$ cat config.mk
export PLATFORM = sky130hd
export DESIGN_NAME = pac_lags
export DESIGN_NICKNAME = d
export VERILOG_FILES = /design/src/hw/rtl/pac_lags.sv
export SDC_FILE = /design/constraint.sdc
export NUM_CORES = 2
export LEC_CHECK = 0
export BUFFER_PORTS_ARGS = -buffer_cell sky130_fd_sc_hd__buf_2
export CAP_MARGIN = 30
export CORE_UTILIZATION = 46
export CTS_CLUSTER_DIAMETER = 80
export DETAILED_ROUTE_END_ITERATION = 6
export PLACE_DENSITY = 0.72
export SETUP_SLACK_MARGIN = 0.1
export SYNTH_ARGS = -nofsm -noshare
export SYNTH_HDL_FRONTEND = slang
export SYNTH_SLANG_ARGS = --single-unit
$ cat constraint.sdc
create_clock -name clk -period 16.2 [get_ports clk]
set_clock_uncertainty 0.15 [all_clocks]
set_input_delay 1.62 -clock clk [delete_from_list [all_inputs] [get_ports clk]]
set_output_delay 1.62 -clock clk [all_outputs]
set_load 0.01 [all_outputs]
$ cat src/hw/rtl/pac_lags.sv
// Registered aperiodic autocorrelation of the masked sequence at every lag.
module pac_lags #(
  parameter int MAX_LEN = 32,
  localparam int CNT_W  = $clog2(MAX_LEN + 1),
  localparam int AW     = CNT_W + 2
) (
  input  logic                 clk,
  input  logic                 en,
  input  logic [MAX_LEN-1:0]   sv,
  input  logic [MAX_LEN-1:0]   mask,
  input  logic [CNT_W-1:0]     len,
  output logic signed [AW-1:0] corr [MAX_LEN]
);

  // Lag zero is never looked at as a sidelobe; it is held at zero.
  always_ff @(posedge clk) begin
    if (en) begin
      corr[0] <= '0;
    end
  end

  for (genvar d = 1; d < MAX_LEN; d++) begin : g_lag
    logic [MAX_LEN-1:0] agree_vec;
    logic [CNT_W-1:0]   agree;
    logic [CNT_W-1:0]   terms;

    // A pair counts when both positions are live and their signs agree.
    assign agree_vec = mask & (mask << d) & ~(sv ^ (sv << d));
    assign agree     = CNT_W'($countones(agree_vec));
    // Live pairs at lag d: positions d+1 .. L-1.
    assign terms     = (len > CNT_W'(d + 1)) ? (len - CNT_W'(d + 1)) : '0;

    always_ff @(posedge clk) begin
      if (en) begin
        corr[d] <= $signed({1'b0, agree, 1'b0}) - $signed({2'b00, terms});
      end
    end
  end

endmodule

== Word level (Yosys, flattened, before mapping) ==
Index checks and enable logic that the tools add are counted.
Cells by class
  add/subtract/negate cells: 1023
  $lt $le $gt $ge: 31
  multiplexer cells: 31
  bitwise operators: 124
Operators with widths (count)
  $and A32 B32 Y32: 62
  $add A1 B1 Y2: 496
  $not A32 Y32: 31
  $xor A32 B32 Y32: 31
  $add A2 B2 Y3: 240
  $add A3 B3 Y4: 120
  $add A4 B4 Y5: 60
  $sub A7 B6 Y8: 31
  $mux W6: 31
  $add A5 B5 Y6: 30
  $gt A6 B5 Y1 const B: 16
  $sub A6 B5 Y6 const B: 16
  $add A6 B6 Y6: 15
  $gt A6 B4 Y1 const B: 8
  $sub A6 B4 Y6 const B: 8
  $gt A6 B3 Y1 const B: 4
  $sub A6 B3 Y6 const B: 4
  $gt A6 B2 Y1 const B: 2
  $sub A6 B2 Y6 const B: 2
  $gt A6 B6 Y1 const B: 1
  $sub A6 B6 Y6 const B: 1
Storage, ports and cells
  bits in registers: 248
  bits of input ports: 72
  logic and storage cells: 1240

== Depth between registers and ports, before layout ==
  depth in word-level cells: 9
  depth in mapped cells: 24

== Worst setup path before layout ==
OpenSTA, ideal clock, no wires.
  path type: input -> register
  start point: in sv[0]
  end point: reg corr[246] (netlist bit) (data pin)
  library setup time: 263 ps
  data arrival time: 7626 ps
  data required time: 15787 ps
  path slack: 8161 ps
  stages: 22
  buffers on the path: 2
  path through: clkbuf_1 -> buf_1 -> xnor2_1 -> and3_1 -> fa_1 -> inv_1 -> fa_1 -> fa_1 -> fa_1 -> fa_1 -> inv_1 -> fa_1 -> fa_1 -> inv_1 -> fa_1 -> inv_1 -> ha_1 -> a21o_1 -> a21oi_1 -> o21bai_1 -> a21oi_1 -> xnor2_1
On the way
  word-level cells in the longest chain between the ends: 9
RTL lines
  start: declaration: RTL line 9  | input logic [MAX_LEN-1:0] sv,
  $xor A32 B32 Y32: RTL line 28  | assign agree_vec = mask & (mask << d) & ~(sv ^ (sv << d));
  $not A32 Y32: RTL line 28
  $and A32 B32 Y32: RTL line 28
  $add A1 B1 Y2 (not written as such): RTL line 29  | assign agree = CNT_W'($countones(agree_vec));
  $add A2 B2 Y3 (not written as such): RTL line 29
  $add A3 B3 Y4 (not written as such): RTL line 29
  $add A4 B4 Y5 (not written as such): RTL line 29
  $add A5 B5 Y6 (not written as such): RTL line 29
  $sub A7 B6 Y8: RTL line 35  | corr[d] <= $signed({1'b0, agree, 1'b0}) - $signed({2'b00, terms});
  end signal: indexed assignment: RTL line 35
  end: declaration: RTL line 12  | output logic signed [AW-1:0] corr [MAX_LEN]
No other way between the ends.
A chain may end at the register's enable or synchronous reset.

== Worst setup path in the final report ==
  start point: in sv[6]
  end point: reg corr[214] (netlist bit) (data pin)
On the way
  word-level cells in the longest chain between the ends: 9
  elaborated cells between the ends (all ways): 12
  those cells by class: add/sub (9); bitwise (3)
RTL lines (RTL line)
  $xor A32 B32 Y32 *: 28
  $not A32 Y32 *: 28
  $and A32 B32 Y32 *: 28
  $add A1 B1 Y2 (not written as such): 29
  $add A2 B2 Y3 (not written as such): 29
  $add A3 B3 Y4 (not written as such): 29
  $add A4 B4 Y5 (not written as such) *: 29
  $add A5 B5 Y6 (not written as such) *: 29
  $sub A7 B6 Y8 *: 35
Mark *: on every way between the ends. The rest lies on a longest branch, timed or not.

==> results.ini <==
[placed_design]
pre_cts_ws_ns=7.64
gp_congestion=0.996
placedCellCount=4682
port_buffers=319
dpl.hpwl_um=82200

[yosys]
ys_types=76
yosys_most_used_dff=edfxtp_1
ys_ff_latch=248
async_reset_ff_share_pct=0
yosysWarningCount=0
postSynthAreaPerCell_sq_um=9.50
yosys.area.top_type=edfxtp_1
syn_area_sq_um=34400
yosysSeqAreaShare_pct=21.6
synth-edff-count=248
syn_inst=3623
synthTopCellsByArea=edfxtp_1 22%, fa_1 21%, xnor2_1 16%
netlist.area_leader.share_pct=21.6

[routing]
num_vias=28100
detail_route.wl_per_cell_um=24.6
via_per_inst=5.93
wl_um=117000
antenna_left=0
drc_errors=0
drt_first_pass_iters=6
drtIter0Drc=3513

[sta]
period_minus_slack_ns=7.86
fin_setup_tns_ns=0
setup_slack_ns=8.34
setup_viol_count_final=0
slew_viol_final=0
hold_slack_ns=1.50
hold_viol_final=0
tightestPinTransition_ns=1.08
rsz0062_at_grt=false
max_slew_margin_pct=27.8
fin_crit_sh_pct=48.5
max_freq_mhz=127

[setup_path]
crit_arrival_ns=8.00
critPathCaptureType=flop
cp_max_fo=31
worstPathRequired_ns=16.34
critical_path_class=input port to flop
start_kind=input port

[finish]
final_common_cell=xnor2_1
fin_cells=4740
syn_to_final_growth_pct=9.01
layout_common_cells=617 x xnor2_1, 392 x inv_1, 362 x fa_1
nets=4468
largest-register=corr
reg_top3=corr (248)
largest_reg_flops=248
num-fill-cells=6803
drive_gt1_share_pct=12.7

[hold_path]
hp-class=input port to flop
hold_depth=1
holdPathEnd=corr[69]
holdCritStartpoint=en

[floorplan]
ios=328
fp.dieW_um=276
row_count=99
die_area_sq_um=75900
fp.dieH_um=276
start_util_pct=46.9
core_area_sq_um=73500

[cts]
cts_hold_buf=0
cts_root_buf=clkbuf_16
cts-resized-gates=0
cts_tree=built
cts-htree-levels=1
clockBufferDepth=3
clkTransAtPathRegs_ns=0.06
cts_setup_buffers=0
cts_buffers=27
clock_sinks=248

[global_routing]
antenna_found_initial=6
overflow=0
grt_pass1_wl_um=172000
grt_pass1_vias=27500
grt_usage_pct=30.4
grt_max_degree=112

[pwr]
pwr_density_cell_nw_per_um2=150
ir_drop_uv=80.3
cellLeakagePower_nw=17.3

[run_status]
outcome=finished clean

[run]
max_cap_violations=0

worst max-delay path, stage by stage:
cell and delay (ns):
buf_2 0.08, buf_4 0.61, xnor2_1 0.14, and3_1 0.23, fa_1 0.51, inv_1 0.06, fa_1 0.51, fa_1 0.55
fa_1 0.53, fa_1 0.56, inv_1 0.06, fa_1 0.50, fa_1 0.46, inv_1 0.08, fa_1 0.40, inv_1 0.06
ha_1 0.25, a21o_1 0.19, a21oi_1 0.21, o21ai_0 0.11, a21oi_1 0.18, xor2_1 0.09
synth_stat cells, drive strengths merged, types with 3 or more instances:
| cell | n |
|---|---|
| xnor2 | 617 |
| inv | 404 |
| fa | 362 |
| nand3 | 304 |
| ha | 278 |
| edfxtp | 248 |
| clkbuf | 222 |
| and3 | 213 |
| a21oi | 173 |
| nand2 | 170 |
| nor2 | 94 |
| o21ai | 87 |
| a21o | 85 |
| xor2 | 68 |
| buf | 59 |
| nor2b | 36 |
| nand2b | 31 |
| or2 | 23 |
| o21bai | 20 |
| nor3 | 19 |
| o21a | 11 |
| a211oi | 9 |
| and2 | 9 |
| a31oi | 8 |
| or3 | 6 |
| o22ai | 5 |
| o31ai | 5 |
| a22oi | 4 |
| o211ai | 4 |
| o41ai | 4 |
| or4 | 4 |
| a21boi | 3 |
| and3b | 3 |
| nor4 | 3 |
metal layers:
metal  vias up  routed length (um)  GRT usage [%]
met5         -                  12              0
met4         2                6230           14.1
li1      12100                   -              -
met3       419               13900           6.32
met2      1946               52000           47.6
met1     13600               44600           40.3
cell families after synthesis:
logic type	count (synthesis)	synth area share (%)
AOI/OAI and AO/OA	440	8.12
xor gates and xnor gates	685	17.4
adders and majority gates	640	31.2
buffers and inverters	685	7.76
DFF	248	21.6
muxes	3	0.0909
other	1	0.0109
and+or+nand+nor	921	13.8
cell type report:
class                      count  area (sq um)  share of cell area [%]
tap                          959          1200                    3.20
antenna                        6          15.0                  0.0400
sequential                   248          7450                    19.9
inverter                     404          1520                    4.04
multi-input combinational   2697         24300                    64.8
clock buffer                  28           679                    1.81
clock inverter                20           224                   0.597
timing repair buffer         378          2110                    5.62
worst max path at each step:
stage | start | endpoint | slack (ns) | cells after the start
3_3_place_gp | sv[0] | corr[214] | 7.72 | 21
4_1_cts | sv[1] | corr[214] | 8.23 | 21
2_1_floorplan | sv[0] | corr[246] | 8.16 | 22
6_report | sv[6] | corr[214] | 8.34 | 22
5_1_grt | sv[18] | corr[246] | 8.01 | 23
3_5_place_dp | sv[1] | corr[214] | 7.64 | 21
where the power goes:
part | leakage [nW] | total (mW) | internal [mW] | switching [mW]
registers | 2.44 | 1.24 | 1.16 | 0.0794
logic | 14.5 | 3.78 | 1.57 | 2.21
clock network | 0.439 | 0.624 | 0.371 | 0.253
through the flow:
step | total power [mW] | area, sq um | utilization [%]
finish | 5.64 | 37500 | 51.1
global route | 6.08 | 37500 | 51.1
CTS | 5.64 | 37400 | 51.0
detailed placement | 4.99 | 36500 | 49.7
global placement | 4.91 | 36500 | 49.7
floorplan | 3.81 | 34400 | -
Note: power is estimated with default switching activity, not from simulation.
